$ cat config.mk
export PLATFORM = sky130hd
export DESIGN_NAME = json_string_unescape_utf8_core
export DESIGN_NICKNAME = d
export VERILOG_FILES = /design/src/rtl/jsu_pkg.sv /design/src/rtl/json_string_unescape_utf8_core.sv /design/src/rtl/jsu_front.sv /design/src/rtl/jsu_queue.sv /design/src/rtl/jsu_back.sv
export SDC_FILE = /design/constraint.sdc
export NUM_CORES = 1
export LEC_CHECK = 0
export BUFFER_PORTS_ARGS = -buffer_cell sky130_fd_sc_hd__buf_2
export CORE_MARGIN = 5
export CORE_UTILIZATION = 62
export DETAILED_ROUTE_END_ITERATION = 10
export GPL_TIMING_DRIVEN = 0
export PLACE_DENSITY = 0.81
export REMOVE_ABC_BUFFERS = 1
export SETUP_SLACK_MARGIN = 0.05
export SYNTH_ARGS = -nofsm -noshare
export SYNTH_HDL_FRONTEND = slang
export SYNTH_HIERARCHICAL = 1
export SYNTH_SLANG_ARGS = --single-unit
$ cat constraint.sdc
create_clock -name i_clk -period 6.55 [get_ports i_clk]
set_input_delay 0.3275 -clock i_clk [delete_from_list [all_inputs] [get_ports i_clk]]
set_output_delay 0.3275 -clock i_clk [all_outputs]
set_load 0.005 [all_outputs]
$ cat src/rtl/jsu_pkg.sv
// ----------------------------------------------------------------------------
// jsu_pkg
// Types, status codes and helpers shared by the JSON string decoder.
// ----------------------------------------------------------------------------
package jsu_pkg;

    // Result status codes
    typedef logic [3:0] t_status;
    localparam t_status ST_BYTE   = 4'd0;
    localparam t_status ST_END    = 4'd1;
    localparam t_status ST_NOQ    = 4'd2;
    localparam t_status ST_BADHEX = 4'd3;
    localparam t_status ST_BADLO  = 4'd4;
    localparam t_status ST_INVLO  = 4'd5;
    localparam t_status ST_UNHI   = 4'd6;
    localparam t_status ST_UNLO   = 4'd7;
    localparam t_status ST_BADESC = 4'd8;
    localparam t_status ST_CTRL   = 4'd9;
    localparam t_status ST_UNTERM = 4'd10;

    // Code point width (up to U+10FFFF)
    localparam int CP_W = 21;

    // Default depth of the command queue
    localparam int QUEUE_DEPTH_DEF = 4;

    // One command: a status and, for bytes, a code point with its UTF-8 length
    typedef struct packed {
        t_status         status;
        logic [CP_W-1:0] cp;
        logic [1:0]      nbytes_m1;   // UTF-8 length minus one
    } t_cmd;

    // Hex digit decode: bit 4 set when the byte is not a hex digit
    function automatic logic [4:0] hex_value(input logic [7:0] c);
        logic [4:0] r;
        r = 5'h10;
        if (c >= "0" && c <= "9") begin
            r = {1'b0, 4'(c - "0")};
        end else if (c >= "a" && c <= "f") begin
            r = {1'b0, 4'(c - "a" + 8'd10)};
        end else if (c >= "A" && c <= "F") begin
            r = {1'b0, 4'(c - "A" + 8'd10)};
        end
        return r;
    endfunction

endpackage

$ cat src/rtl/json_string_unescape_utf8_core.sv
// ----------------------------------------------------------------------------
// json_string_unescape_utf8_core
// Decodes one JSON string literal from a raw byte stream into UTF-8 bytes
// and status results.
// ----------------------------------------------------------------------------
//  Channel  | Direction | Handshake          | Payload
//  input    | in        | i_valid / o_ready  | i_action, i_data_byte
//  output   | out       | o_valid / i_ready  | o_out_byte, o_status, o_last
//
//  One input beat is taken per cycle while the command queue has room.
//  Output runs at one beat per cycle while i_ready is high; a surrogate pair
//  giving a four-byte sequence is sent as four output beats, which the queue absorbs.
//  Input passes through the command queue, then the output register.
//  Synchronous active-low reset empties the queue and returns to waiting.
//  Either side may stall on its own; o_ready drops only when the queue fills.
// ----------------------------------------------------------------------------
module json_string_unescape_utf8_core #(
    parameter int QUEUE_DEPTH = jsu_pkg::QUEUE_DEPTH_DEF
) (
    input  logic             i_clk,
    input  logic             i_rst_n,
    input  logic             i_valid,
    output logic             o_ready,
    input  logic             i_action,
    input  logic [7:0]       i_data_byte,
    output logic             o_valid,
    input  logic             i_ready,
    output logic [7:0]       o_out_byte,
    output jsu_pkg::t_status o_status,
    output logic             o_last
);
    import jsu_pkg::*;

    logic accept;
    logic push;
    t_cmd push_cmd;
    logic q_full;
    logic q_empty;
    t_cmd head;
    logic pop;

    assign o_ready = !q_full;
    assign accept  = i_valid && o_ready;

    // Parser
    jsu_front u_front (
        .i_clk       (i_clk),
        .i_rst_n     (i_rst_n),
        .i_accept    (accept),
        .i_action    (i_action),
        .i_data_byte (i_data_byte),
        .o_push      (push),
        .o_cmd       (push_cmd)
    );

    // Command queue
    jsu_queue #(
        .DEPTH (QUEUE_DEPTH)
    ) u_queue (
        .i_clk   (i_clk),
        .i_rst_n (i_rst_n),
        .i_push  (push),
        .i_cmd   (push_cmd),
        .i_pop   (pop),
        .o_full  (q_full),
        .o_empty (q_empty),
        .o_head  (head)
    );

    // UTF-8 emitter
    jsu_back u_back (
        .i_clk        (i_clk),
        .i_rst_n      (i_rst_n),
        .i_head_valid (!q_empty),
        .i_head       (head),
        .o_pop        (pop),
        .i_ready      (i_ready),
        .o_valid      (o_valid),
        .o_out_byte   (o_out_byte),
        .o_status     (o_status),
        .o_last       (o_last)
    );

endmodule

$ cat src/rtl/jsu_front.sv
// ----------------------------------------------------------------------------
// jsu_front
// Parser state machine: takes one input beat a cycle while i_accept is high,
// tracks escapes and \u digits, and pushes one command per item that yields a result.
// ----------------------------------------------------------------------------
module jsu_front (
    input  logic          i_clk,
    input  logic          i_rst_n,
    input  logic          i_accept,
    input  logic          i_action,
    input  logic [7:0]    i_data_byte,
    output logic          o_push,
    output jsu_pkg::t_cmd o_cmd
);
    import jsu_pkg::*;

    // Parser modes
    localparam logic [2:0] M_IDLE   = 3'd0;
    localparam logic [2:0] M_STR    = 3'd1;
    localparam logic [2:0] M_ESC    = 3'd2;
    localparam logic [2:0] M_HEX1   = 3'd3;
    localparam logic [2:0] M_WANTBS = 3'd4;
    localparam logic [2:0] M_WANTU  = 3'd5;
    localparam logic [2:0] M_HEX2   = 3'd6;

    logic [2:0]  r_mode,    n_mode;
    logic [1:0]  r_hex_cnt, n_hex_cnt;
    logic [11:0] r_hex_acc, n_hex_acc;
    logic [9:0]  r_high,    n_high;

    logic        fail;
    t_status     fail_status;
    logic [4:0]  hexd;
    logic [15:0] v;
    logic        v_is_high;
    logic        v_is_low;

    assign hexd      = hex_value(i_data_byte);
    assign v         = {r_hex_acc, hexd[3:0]};
    assign v_is_high = (v[15:10] == 6'b110110);
    assign v_is_low  = (v[15:10] == 6'b110111);

    // Next-state and command decode
    always_comb begin
        n_mode      = r_mode;
        n_hex_cnt   = r_hex_cnt;
        n_hex_acc   = r_hex_acc;
        n_high      = r_high;
        fail        = 1'b0;
        fail_status = ST_NOQ;
        o_push      = 1'b0;
        o_cmd       = '0;
        if (i_accept) begin
            if (i_action) begin
                // end of input: every mode ends in an error result
                fail = 1'b1;
                case (r_mode)
                    M_STR, M_ESC:       fail_status = ST_UNTERM;
                    M_HEX1:             fail_status = ST_BADHEX;
                    M_WANTBS, M_WANTU:  fail_status = ST_UNHI;
                    M_HEX2:             fail_status = ST_BADLO;
                    default:            fail_status = ST_NOQ;
                endcase
            end else begin
                case (r_mode)
                    M_STR: begin
                        if (i_data_byte == "\"") begin
                            n_mode       = M_IDLE;
                            o_push       = 1'b1;
                            o_cmd.status = ST_END;
                        end else if (i_data_byte == "\\") begin
                            n_mode = M_ESC;
                        end else if (i_data_byte < 8'h20) begin
                            fail        = 1'b1;
                            fail_status = ST_CTRL;
                        end else begin
                            o_push       = 1'b1;
                            o_cmd.status = ST_BYTE;
                            o_cmd.cp     = CP_W'(i_data_byte);
                        end
                    end
                    M_ESC: begin
                        n_mode       = M_STR;
                        o_push       = 1'b1;
                        o_cmd.status = ST_BYTE;
                        case (i_data_byte)
                            "\"", "\\", "/": o_cmd.cp = CP_W'(i_data_byte);
                            "b":             o_cmd.cp = CP_W'(8'h08);
                            "f":             o_cmd.cp = CP_W'(8'h0C);
                            "n":             o_cmd.cp = CP_W'(8'h0A);
                            "r":             o_cmd.cp = CP_W'(8'h0D);
                            "t":             o_cmd.cp = CP_W'(8'h09);
                            "u": begin
                                o_push    = 1'b0;
                                n_mode    = M_HEX1;
                                n_hex_cnt = 2'd0;
                                n_hex_acc = '0;
                            end
                            default: begin
                                o_push      = 1'b0;
                                fail        = 1'b1;
                                fail_status = ST_BADESC;
                            end
                        endcase
                    end
                    M_HEX1, M_HEX2: begin
                        if (hexd[4]) begin
                            fail        = 1'b1;
                            fail_status = (r_mode == M_HEX1) ? ST_BADHEX : ST_BADLO;
                        end else if (r_hex_cnt != 2'd3) begin
                            n_hex_acc = {r_hex_acc[7:0], hexd[3:0]};
                            n_hex_cnt = r_hex_cnt + 2'd1;
                        end else begin
                            n_hex_cnt = 2'd0;
                            n_hex_acc = '0;
                            if (r_mode == M_HEX1) begin
                                if (v_is_high) begin
                                    n_high = v[9:0];
                                    n_mode = M_WANTBS;
                                end else if (v_is_low) begin
                                    fail        = 1'b1;
                                    fail_status = ST_UNLO;
                                end else begin
                                    n_mode       = M_STR;
                                    o_push       = 1'b1;
                                    o_cmd.status = ST_BYTE;
                                    o_cmd.cp     = CP_W'(v);
                                    if (v[15:7] == 9'd0) begin
                                        o_cmd.nbytes_m1 = 2'd0;
                                    end else if (v[15:11] == 5'd0) begin
                                        o_cmd.nbytes_m1 = 2'd1;
                                    end else begin
                                        o_cmd.nbytes_m1 = 2'd2;
                                    end
                                end
                            end else begin
                                if (!v_is_low) begin
                                    fail        = 1'b1;
                                    fail_status = ST_INVLO;
                                end else begin
                                    // supplementary plane: 0x10000 + (high << 10 | low)
                                    n_mode          = M_STR;
                                    o_push          = 1'b1;
                                    o_cmd.status    = ST_BYTE;
                                    o_cmd.cp        = 21'h10000 + {1'b0, r_high, v[9:0]};
                                    o_cmd.nbytes_m1 = 2'd3;
                                end
                            end
                        end
                    end
                    M_WANTBS: begin
                        if (i_data_byte == "\\") begin
                            n_mode = M_WANTU;
                        end else begin
                            fail        = 1'b1;
                            fail_status = ST_UNHI;
                        end
                    end
                    M_WANTU: begin
                        if (i_data_byte == "u") begin
                            n_mode    = M_HEX2;
                            n_hex_cnt = 2'd0;
                            n_hex_acc = '0;
                        end else begin
                            fail        = 1'b1;
                            fail_status = ST_UNHI;
                        end
                    end
                    default: begin
                        if (i_data_byte == "\"") begin
                            n_mode = M_STR;
                        end else begin
                            fail        = 1'b1;
                            fail_status = ST_NOQ;
                        end
                    end
                endcase
            end
            // errors: one status result and back to waiting for a quote
            if (fail) begin
                n_mode       = M_IDLE;
                n_hex_cnt    = 2'd0;
                o_push       = 1'b1;
                o_cmd        = '0;
                o_cmd.status = fail_status;
            end
        end
    end

    // State registers
    always_ff @(posedge i_clk) begin
        if (!i_rst_n) begin
            r_mode    <= M_IDLE;
            r_hex_cnt <= 2'd0;
            r_hex_acc <= '0;
            r_high    <= '0;
        end else begin
            r_mode    <= n_mode;
            r_hex_cnt <= n_hex_cnt;
            r_hex_acc <= n_hex_acc;
            r_high    <= n_high;
        end
    end

endmodule

$ cat src/rtl/jsu_queue.sv
// ----------------------------------------------------------------------------
// jsu_queue
// Small command queue between parser and UTF-8 emitter; head shown directly.
// ----------------------------------------------------------------------------
module jsu_queue #(
    parameter int DEPTH = jsu_pkg::QUEUE_DEPTH_DEF
) (
    input  logic          i_clk,
    input  logic          i_rst_n,
    input  logic          i_push,
    input  jsu_pkg::t_cmd i_cmd,
    input  logic          i_pop,
    output logic          o_full,
    output logic          o_empty,
    output jsu_pkg::t_cmd o_head
);
    import jsu_pkg::*;

    localparam int AW = (DEPTH > 1) ? $clog2(DEPTH) : 1;
    localparam int CW = $clog2(DEPTH + 1);

    t_cmd          r_mem [DEPTH];
    logic [AW-1:0] r_wr_ptr, n_wr_ptr;
    logic [AW-1:0] r_rd_ptr, n_rd_ptr;
    logic [CW-1:0] r_count,  n_count;
    logic          do_push;
    logic          do_pop;

    assign o_full  = (r_count == CW'(DEPTH));
    assign o_empty = (r_count == '0);
    assign o_head  = r_mem[r_rd_ptr];
    assign do_push = i_push && !o_full;
    assign do_pop  = i_pop && !o_empty;

    // Pointer and fill count update
    always_comb begin
        n_wr_ptr = r_wr_ptr;
        n_rd_ptr = r_rd_ptr;
        n_count  = r_count;
        if (do_push) begin
            n_wr_ptr = (r_wr_ptr == AW'(DEPTH - 1)) ? '0 : r_wr_ptr + AW'(1);
        end
        if (do_pop) begin
            n_rd_ptr = (r_rd_ptr == AW'(DEPTH - 1)) ? '0 : r_rd_ptr + AW'(1);
        end
        if (do_push && !do_pop) begin
            n_count = r_count + CW'(1);
        end else if (do_pop && !do_push) begin
            n_count = r_count - CW'(1);
        end
    end

    always_ff @(posedge i_clk) begin
        if (!i_rst_n) begin
            r_wr_ptr <= '0;
            r_rd_ptr <= '0;
            r_count  <= '0;
        end else begin
            r_wr_ptr <= n_wr_ptr;
            r_rd_ptr <= n_rd_ptr;
            r_count  <= n_count;
        end
    end

    // Entry storage
    always_ff @(posedge i_clk) begin
        if (do_push) begin
            r_mem[r_wr_ptr] <= i_cmd;
        end
    end

endmodule

$ cat src/rtl/jsu_back.sv
// ----------------------------------------------------------------------------
// jsu_back
// UTF-8 emitter: expands the head command into one to four output beats
// through a registered output stage.
// ----------------------------------------------------------------------------
module jsu_back (
    input  logic              i_clk,
    input  logic              i_rst_n,
    input  logic              i_head_valid,
    input  jsu_pkg::t_cmd     i_head,
    output logic              o_pop,
    input  logic              i_ready,
    output logic              o_valid,
    output logic [7:0]        o_out_byte,
    output jsu_pkg::t_status  o_status,
    output logic              o_last
);
    import jsu_pkg::*;

    // UTF-8 lead and continuation prefixes
    localparam logic [1:0] PFX_CONT  = 2'b10;
    localparam logic [2:0] PFX_LEAD2 = 3'b110;
    localparam logic [3:0] PFX_LEAD3 = 4'b1110;
    localparam logic [4:0] PFX_LEAD4 = 5'b11110;

    logic       r_valid;
    logic [7:0] r_byte;
    t_status    r_status;
    logic       r_last;
    logic [1:0] r_idx;

    logic       load;
    logic       beat_last;
    logic [7:0] beat_byte;

    assign load      = i_head_valid && (!r_valid || i_ready);
    assign beat_last = (r_idx == i_head.nbytes_m1);
    assign o_pop     = load && beat_last;

    // Byte selection for the current position in the sequence
    always_comb begin
        case (i_head.nbytes_m1)
            2'd0: beat_byte = i_head.cp[7:0];
            2'd1: begin
                case (r_idx)
                    2'd0:    beat_byte = {PFX_LEAD2, i_head.cp[10:6]};
                    default: beat_byte = {PFX_CONT, i_head.cp[5:0]};
                endcase
            end
            2'd2: begin
                case (r_idx)
                    2'd0:    beat_byte = {PFX_LEAD3, i_head.cp[15:12]};
                    2'd1:    beat_byte = {PFX_CONT, i_head.cp[11:6]};
                    default: beat_byte = {PFX_CONT, i_head.cp[5:0]};
                endcase
            end
            default: begin
                case (r_idx)
                    2'd0:    beat_byte = {PFX_LEAD4, i_head.cp[20:18]};
                    2'd1:    beat_byte = {PFX_CONT, i_head.cp[17:12]};
                    2'd2:    beat_byte = {PFX_CONT, i_head.cp[11:6]};
                    default: beat_byte = {PFX_CONT, i_head.cp[5:0]};
                endcase
            end
        endcase
    end

    // Output stage control
    always_ff @(posedge i_clk) begin
        if (!i_rst_n) begin
            r_valid <= 1'b0;
            r_idx   <= 2'd0;
        end else begin
            if (load) begin
                r_valid <= 1'b1;
                r_idx   <= beat_last ? 2'd0 : r_idx + 2'd1;
            end else if (i_ready) begin
                r_valid <= 1'b0;
            end
        end
    end

    // Output payload
    always_ff @(posedge i_clk) begin
        if (load) begin
            r_byte   <= beat_byte;
            r_status <= i_head.status;
            r_last   <= beat_last;
        end
    end

    assign o_valid    = r_valid;
    assign o_out_byte = r_byte;
    assign o_status   = r_status;
    assign o_last     = r_last;

endmodule

# After elaboration in Yosys (flattened, before gate mapping)
# Memories as Yosys holds them, arrays and structs flattened. A register that Yosys moved wholly into a read port is not among the register bits.
# Index checks and enable logic that the tools add are counted.
# totals
romBits	0
latchBits	0
mem_count	1
register_bits	50
ram_bits	108
inputBits	13
output_inout_bits	15
# memory_table
name	words	width	rd	rd_ports_with_merged_regs	write_ports	line	rtl
u_queue.r_mem	4	27	1	1	1	jsu_queue.sv:22	t_cmd r_mem [DEPTH];
# classes
shifts	0
mux	105
div_mod_pow	0
addsub	12
magnitude_cmp	7
bitwise_logic	3
eq_ne	37
n_reduce_logical	37
n_mul	0
# ops
op	n
two-way mux 27 bit	7
case mux 25 bit (3 select lines)	1
two-way mux 3 bit	20
== test 8 x 7 -> 1 bit (second input constant)	7
case mux 8 bit (6 select lines)	1
two-way mux 4 bit	10
two-way mux 12 bit	3
two-way mux 1 bit	30
two-way mux 2 bit	14
two-way mux 25 bit	1
case mux 12 bit (2 select lines)	1
case mux 8 bit (3 select lines)	1
two-way mux 23 bit	1
adder 17 x 20 -> 21 bit (first input constant)	1
two-way mux 21 bit	1
case mux 7 bit (3 select lines)	1
case mux 4 bit (5 select lines)	1
two-way mux 18 bit	1
== test 8 x 6 -> 1 bit (second input constant)	2
>= comparator 8 x 7 -> 1 bit (second input constant)	2
<= comparator 8 x 7 -> 1 bit (second input constant)	2
case mux 4 bit (4 select lines)	1
two-way mux 5 bit	3
case mux 3 bit (5 select lines)	1
other kinds (45)	88

# Depth between registers and ports, before layout
# depth
word_depth	16
ltp_mapped	17
ltp_nobuf	16

# Hierarchy
# Netlist, hierarchy kept.
# by_module_without_submodules
mod	seq_area_each_um2	area_each_um2	cells_each	n_inst
jsu_queue	3423.3	4424.2	192	1
jsu_front	540.5	2319.7	335	1
jsu_back	450.4	1138.6	115	1
json_string_unescape_utf8_core	0.0	13.8	3	1

# Worst setup path after synthesis
# No wires, ideal clock.
# synth_timing
path_kind	input -> register
startpoint	input port i_data_byte[0]
endpoint	register u_queue.r_count[2]
arrival_ns	3.612
setup_time_ns	0.076
required_ns	6.474
setup_slack_ns	2.862
stages	17
path_cell_list	inv_1 ha_1 o21bai_1 a2111oi_4 nor2_2 a2111oi_4 nand3b_1 a2111oi_0 nor2b_1 nor2b_1 buf_2 ha_1 inv_1 fa_1 xor2_1 or3_1 a21boi_0
# synth_between
elab_chain_len	15
# synth_lines
element	line	rtl
start, declared	json_string_unescape_utf8_core.sv:25	input logic [7:0] i_data_byte,
>= comparator 8 x 7 -> 1 bit / <= comparator 8 x 7 -> 1 bit (equally long branches)	jsu_pkg.sv:42	end else if (c >= "A" && c <= "F") begin
logical AND 1 bit	jsu_pkg.sv:42	
two-way mux 5 bit	jsu_pkg.sv:42	
two-way mux 5 bit	jsu_pkg.sv:40	end else if (c >= "a" && c <= "f") begin
two-way mux 5 bit	jsu_pkg.sv:38	if (c >= "0" && c <= "9") begin
two-way mux 1 bit	jsu_front.sv:107	if (hexd[4]) begin
case mux 1 bit (5 select lines)	jsu_front.sv:65	case (r_mode)
two-way mux 1 bit	jsu_front.sv:54	if (i_action) begin
two-way mux 1 bit	jsu_front.sv:53	if (i_accept) begin
two-way mux 1 bit *	jsu_front.sv:180	if (fail) begin
two-way mux 1 bit *	jsu_front.sv:53	
net push	json_string_unescape_utf8_core.sv:35	logic push;
logical AND 1 bit *	jsu_queue.sv:32	assign do_push = i_push && !o_full;
net u_queue.do_push	jsu_queue.sv:26	logic do_push;
zero test 1 bit	jsu_queue.sv:48	end else if (do_pop && !do_push) begin
logical AND 1 bit	jsu_queue.sv:48	
nonzero test 2 bit (no line)	--	
end signal, assigned	jsu_queue.sv:61	r_count <= n_count;
end, declared	jsu_queue.sv:25	logic [CW-1:0] r_count, n_count;
# The timed path passes the listed nets; every way through them passes the cells marked *. The select of a mux whose other input is x is not followed.
# A chain may end at the register's enable or synchronous reset.

# Final worst setup path
# layout_timing
startpoint	input port i_data_byte[0]
endpoint	register u_queue.r_count[2]
# layout_between
elab_chain_len	15
# layout_lines
element	line
>= comparator 8 x 7 -> 1 bit / <= comparator 8 x 7 -> 1 bit (equally long branches)	jsu_pkg.sv:42
logical AND 1 bit	jsu_pkg.sv:42
two-way mux 5 bit	jsu_pkg.sv:42
two-way mux 5 bit	jsu_pkg.sv:40
two-way mux 5 bit	jsu_pkg.sv:38
two-way mux 1 bit	jsu_front.sv:107
case mux 1 bit (5 select lines)	jsu_front.sv:65
two-way mux 1 bit	jsu_front.sv:54
two-way mux 1 bit	jsu_front.sv:53
two-way mux 1 bit *	jsu_front.sv:180
two-way mux 1 bit *	jsu_front.sv:53
net push	json_string_unescape_utf8_core.sv:35
logical AND 1 bit *	jsu_queue.sv:32
zero test 1 bit	jsu_queue.sv:48
logical AND 1 bit	jsu_queue.sv:48
nonzero test 2 bit (no line)	--
# Marks and branches as above.

==> qor.yml <==
outcome: "complete, no violations"
floorplan.rows: 41
finalNonFillerCells: 842
drv.max_cap_violation_count: 0
drt_wl_total_um: 17600
initial_core_utilization_pct: 62.8
synth_area_leader_cell: "sky130_fd_sc_hd__edfxtp_1"
synth_seq_cells: 160
fmaxAchievable_ghz: 0.199
fin_skew_ns: 0.00912
share_of_post_route_cells_with_drive_strength_above_1_pct: 14.5
first_iter_violations: 767
route.detailed.vias_per_inst: 6.48
post_cts.resized_instances: 0
setup-tns-final_ns: 0
layout-area-overhead-vs-synth_pct: 9.79
place_inst: 809
layout_commonest_cell: "sky130_fd_sc_hd__edfxtp_1"
tritoncts_clock_tree: "yes"
critPathCaptureType: "register"
antenna_found_initial: 0
cts_made_buffers: 17
pin_count_of_the_biggest_net_entering_global_routing: 28
maxSlewHeadroom_pct: 6.80
htreeDepth: 4
hpwl_um: 11800
rsz0062_at_grt: "false"
synth_cell_type_count: 75
synthesis.area_mm2: 0.00790
number_of_global_route_vias_before_repair: 5303
share_of_yosys_cell_area_claimed_by_the_top_area_cell_type_pct: 46.0
root_buffer_selected_by_cts: "sky130_fd_sc_hd__clkbuf_16"
crit_fanout: 11
clock_tree_buf_depth: 2
timing_max_transition_violations_final: 0
number_of_enable_type_register_cells_in_the_synthesized_netlist: 121
total_leakage_power_nw: 3.03
drtAntennaViolNets: 0
ys_seq_area_share_pct: 55.9
synthArstFlopShare_pct: 0
diodes: 0
post_cts_buffers: 0
synth_cells: 645
post_synth_main_area_contributors: "sky130_fd_sc_hd__edfxtp_1 (46%), sky130_fd_sc_hd__dfxtp_1 (9.9%), sky130_fd_sc_hd__mux4_2 (5.7%), sky130_fd_sc_hd__ha_1 (3.3%), sky130_fd_sc_hd__nand2_1 (3.1%)"
vias: 5458
power-per-cell-area_mw_per_mm2: 361
cp-start-kind: "input pin"
grt_overflow: 0
design.die.area_mm2: 0.0151
cp_data_arrival_time_ns: 5.36
max-vdd-ir-drop_mv: 0.270
floorplan.die.width_um: 123
numPortBuffers: 27
layout_worst_path_cycle_share_pct: 76.6
ys.warnings.count: 6
post_cts_hold_buffer_count: 0
core_region_area_mm2: 0.0126
timing_worst_setup_path_type: "input pin to register"
syn_avg_cell_area_um2: 12.2
grt_pass1_wl_um: 28100
ys.flop_type: "sky130_fd_sc_hd__edfxtp_1"
hold_violations_final: 0
clk_latency_ns: 0.42
final_net_count: 692
timing.hold.worst.class: "input pin to register"
weighted_congestion_at_the_end_of_routability_driven_global_placement: 0.938
drt_drc_violations_left: 0
most-common-layout-cells: "sky130_fd_sc_hd__edfxtp_1 (121), sky130_fd_sc_hd__nand2_1 (66), sky130_fd_sc_hd__nor2_1 (51), sky130_fd_sc_hd__a21oi_1 (42), sky130_fd_sc_hd__dfxtp_1 (38)"
clk_slew_on_worst_s_h_paths_ns: 0.06
detailedRoute.firstPassIterationCount: 6
clk_sinks: 160
route.detailed.wl_per_inst_um: 20.9
tightestPinTransition_ns: 1.40
die_h_um: 123
global_route.usage.total_pct: 24.8
floorplan.io_pins: 28
finalCriticalPeriod_ns: 5.02
required_ns: 6.89
setup_viol_count_final: 0
[cells in the mapped netlist (4+ instances only)]
master                       n
sky130_fd_sc_hd__and2_1      7
sky130_fd_sc_hd__a211oi_1    4
sky130_fd_sc_hd__nand2b_1    6
sky130_fd_sc_hd__nor2b_1    13
sky130_fd_sc_hd__o21a_1      5
sky130_fd_sc_hd__clkbuf_1   20
sky130_fd_sc_hd__o311ai_0    4
sky130_fd_sc_hd__edfxtp_1  121
sky130_fd_sc_hd__o21ai_0    23
sky130_fd_sc_hd__nand4_1     4
sky130_fd_sc_hd__mux2i_1    13
sky130_fd_sc_hd__a22oi_1     9
sky130_fd_sc_hd__buf_2      12
sky130_fd_sc_hd__mux4_1      7
sky130_fd_sc_hd__nor2_1     51
sky130_fd_sc_hd__ha_1       21
sky130_fd_sc_hd__xnor2_1     5
sky130_fd_sc_hd__mux4_2     20
sky130_fd_sc_hd__a221oi_1    6
sky130_fd_sc_hd__and3b_1     4
sky130_fd_sc_hd__inv_1      22
sky130_fd_sc_hd__nand2_1    66
sky130_fd_sc_hd__dfxtp_1    39
sky130_fd_sc_hd__a221o_1     4
sky130_fd_sc_hd__xor2_1      4
sky130_fd_sc_hd__a21oi_1    42
sky130_fd_sc_hd__nor3_1     12
sky130_fd_sc_hd__nand3_1    23
[worst max-delay path: stages]
cell,delay (ns)
sky130_fd_sc_hd__buf_2,0.15
sky130_fd_sc_hd__inv_1,0.11
sky130_fd_sc_hd__ha_1,0.22
sky130_fd_sc_hd__o21bai_1,0.12
sky130_fd_sc_hd__a2111oi_4,0.71
sky130_fd_sc_hd__o21ai_0,0.29
sky130_fd_sc_hd__nor3_1,1.02
sky130_fd_sc_hd__a2111oi_0,0.21
sky130_fd_sc_hd__nor2b_1,0.26
sky130_fd_sc_hd__nor2b_1,0.45
sky130_fd_sc_hd__ha_1,0.28
sky130_fd_sc_hd__inv_1,0.09
sky130_fd_sc_hd__fa_1,0.44
sky130_fd_sc_hd__xor2_1,0.18
sky130_fd_sc_hd__or3_1,0.30
sky130_fd_sc_hd__a21boi_0,0.18
[power breakdown]
group          internal, mW  leakage [nW]  total (mW)  switching (mW)
clock network         0.550         0.276       0.923           0.373
registers              1.30          1.50        1.37          0.0708
logic                 0.350          1.25       0.844           0.494
total                  2.20          3.03        3.13           0.938
[path summary, 6_finish.rpt]
kind                            cells after the start            startpoint  slack [ns]                   end
worst max-delay path                               16        i_data_byte[0]        1.53    u_queue/r_count[2]
worst min-delay path                                3               i_ready        0.24        u_back/o_valid
worst min register to register                      2  u_front/r_hex_acc[4]        0.50  u_front/r_hex_acc[4]
worst max register to register                     13     u_front/r_mode[0]        1.74    u_queue/r_count[2]
[logic make-up after synthesis]
logic type / synth area share, %
and+or+nand+nor: 13.5
DFF: 55.9
AOI/OAI and AO/OA: 12.4
buffers and inverters: 3.45
muxes: 10.3
adders and majority gates: 3.58
xor gates and xnor gates: 0.998
[flip-flops by register name, summed over array words and instances, names as in the netlist, named ones only]
register           flops
u_back/o_last          1
u_back/o_out_byte      8
u_back/o_status        4
u_back/o_valid         1
u_back/r_idx           2
u_front/r_hex_acc     12
u_front/r_hex_cnt      2
u_front/r_high        10
u_front/r_mode         3
u_queue/r_count        3
u_queue/r_mem        108
u_queue/r_rd_ptr       2
u_queue/r_wr_ptr       2
[per-stage QoR]
step | instance area (um2) | hold slack [ns] | total power [mW] | utilization [%] | setup WS (ns)
after CTS | 8640 | 0.227 | 3.13 | 68.7 | 1.44
after detailed placement | 8080 | 0.486 | 2.20 | 64.3 | 0.944
final | 8670 | 0.239 | 3.13 | 69.0 | 1.53
after global placement | 8060 | 0.477 | 2.15 | 64.1 | 1.10
after floorplan | 7710 | 0.445 | 1.94 | - | 2.40
after global routing | 8670 | 0.227 | 3.29 | 69.0 | 1.10
[cell type report]
class / count / area (um2)
clock buffers: 22 / 474
fillers: 864 / 3900
repair buffers: 29 / 183
well taps: 172 / 215
flip-flops and latches: 160 / 4420
inverters: 22 / 82.6
multi-input cells: 427 / 3210
clock inverters: 10 / 87.6
[layer usage]
layer / track usage, % / up-vias / share of wire, %
met5: 0 / - / 0
met3: 4.93 / 46 / 6.4
met4: 10.1 / 0 / 3.0
met2: 41.2 / 264 / 51
met1: 32.2 / 2667 / 40
li1: - / 2481 / -
No activity file was read; power rests on OpenSTA's default activity.
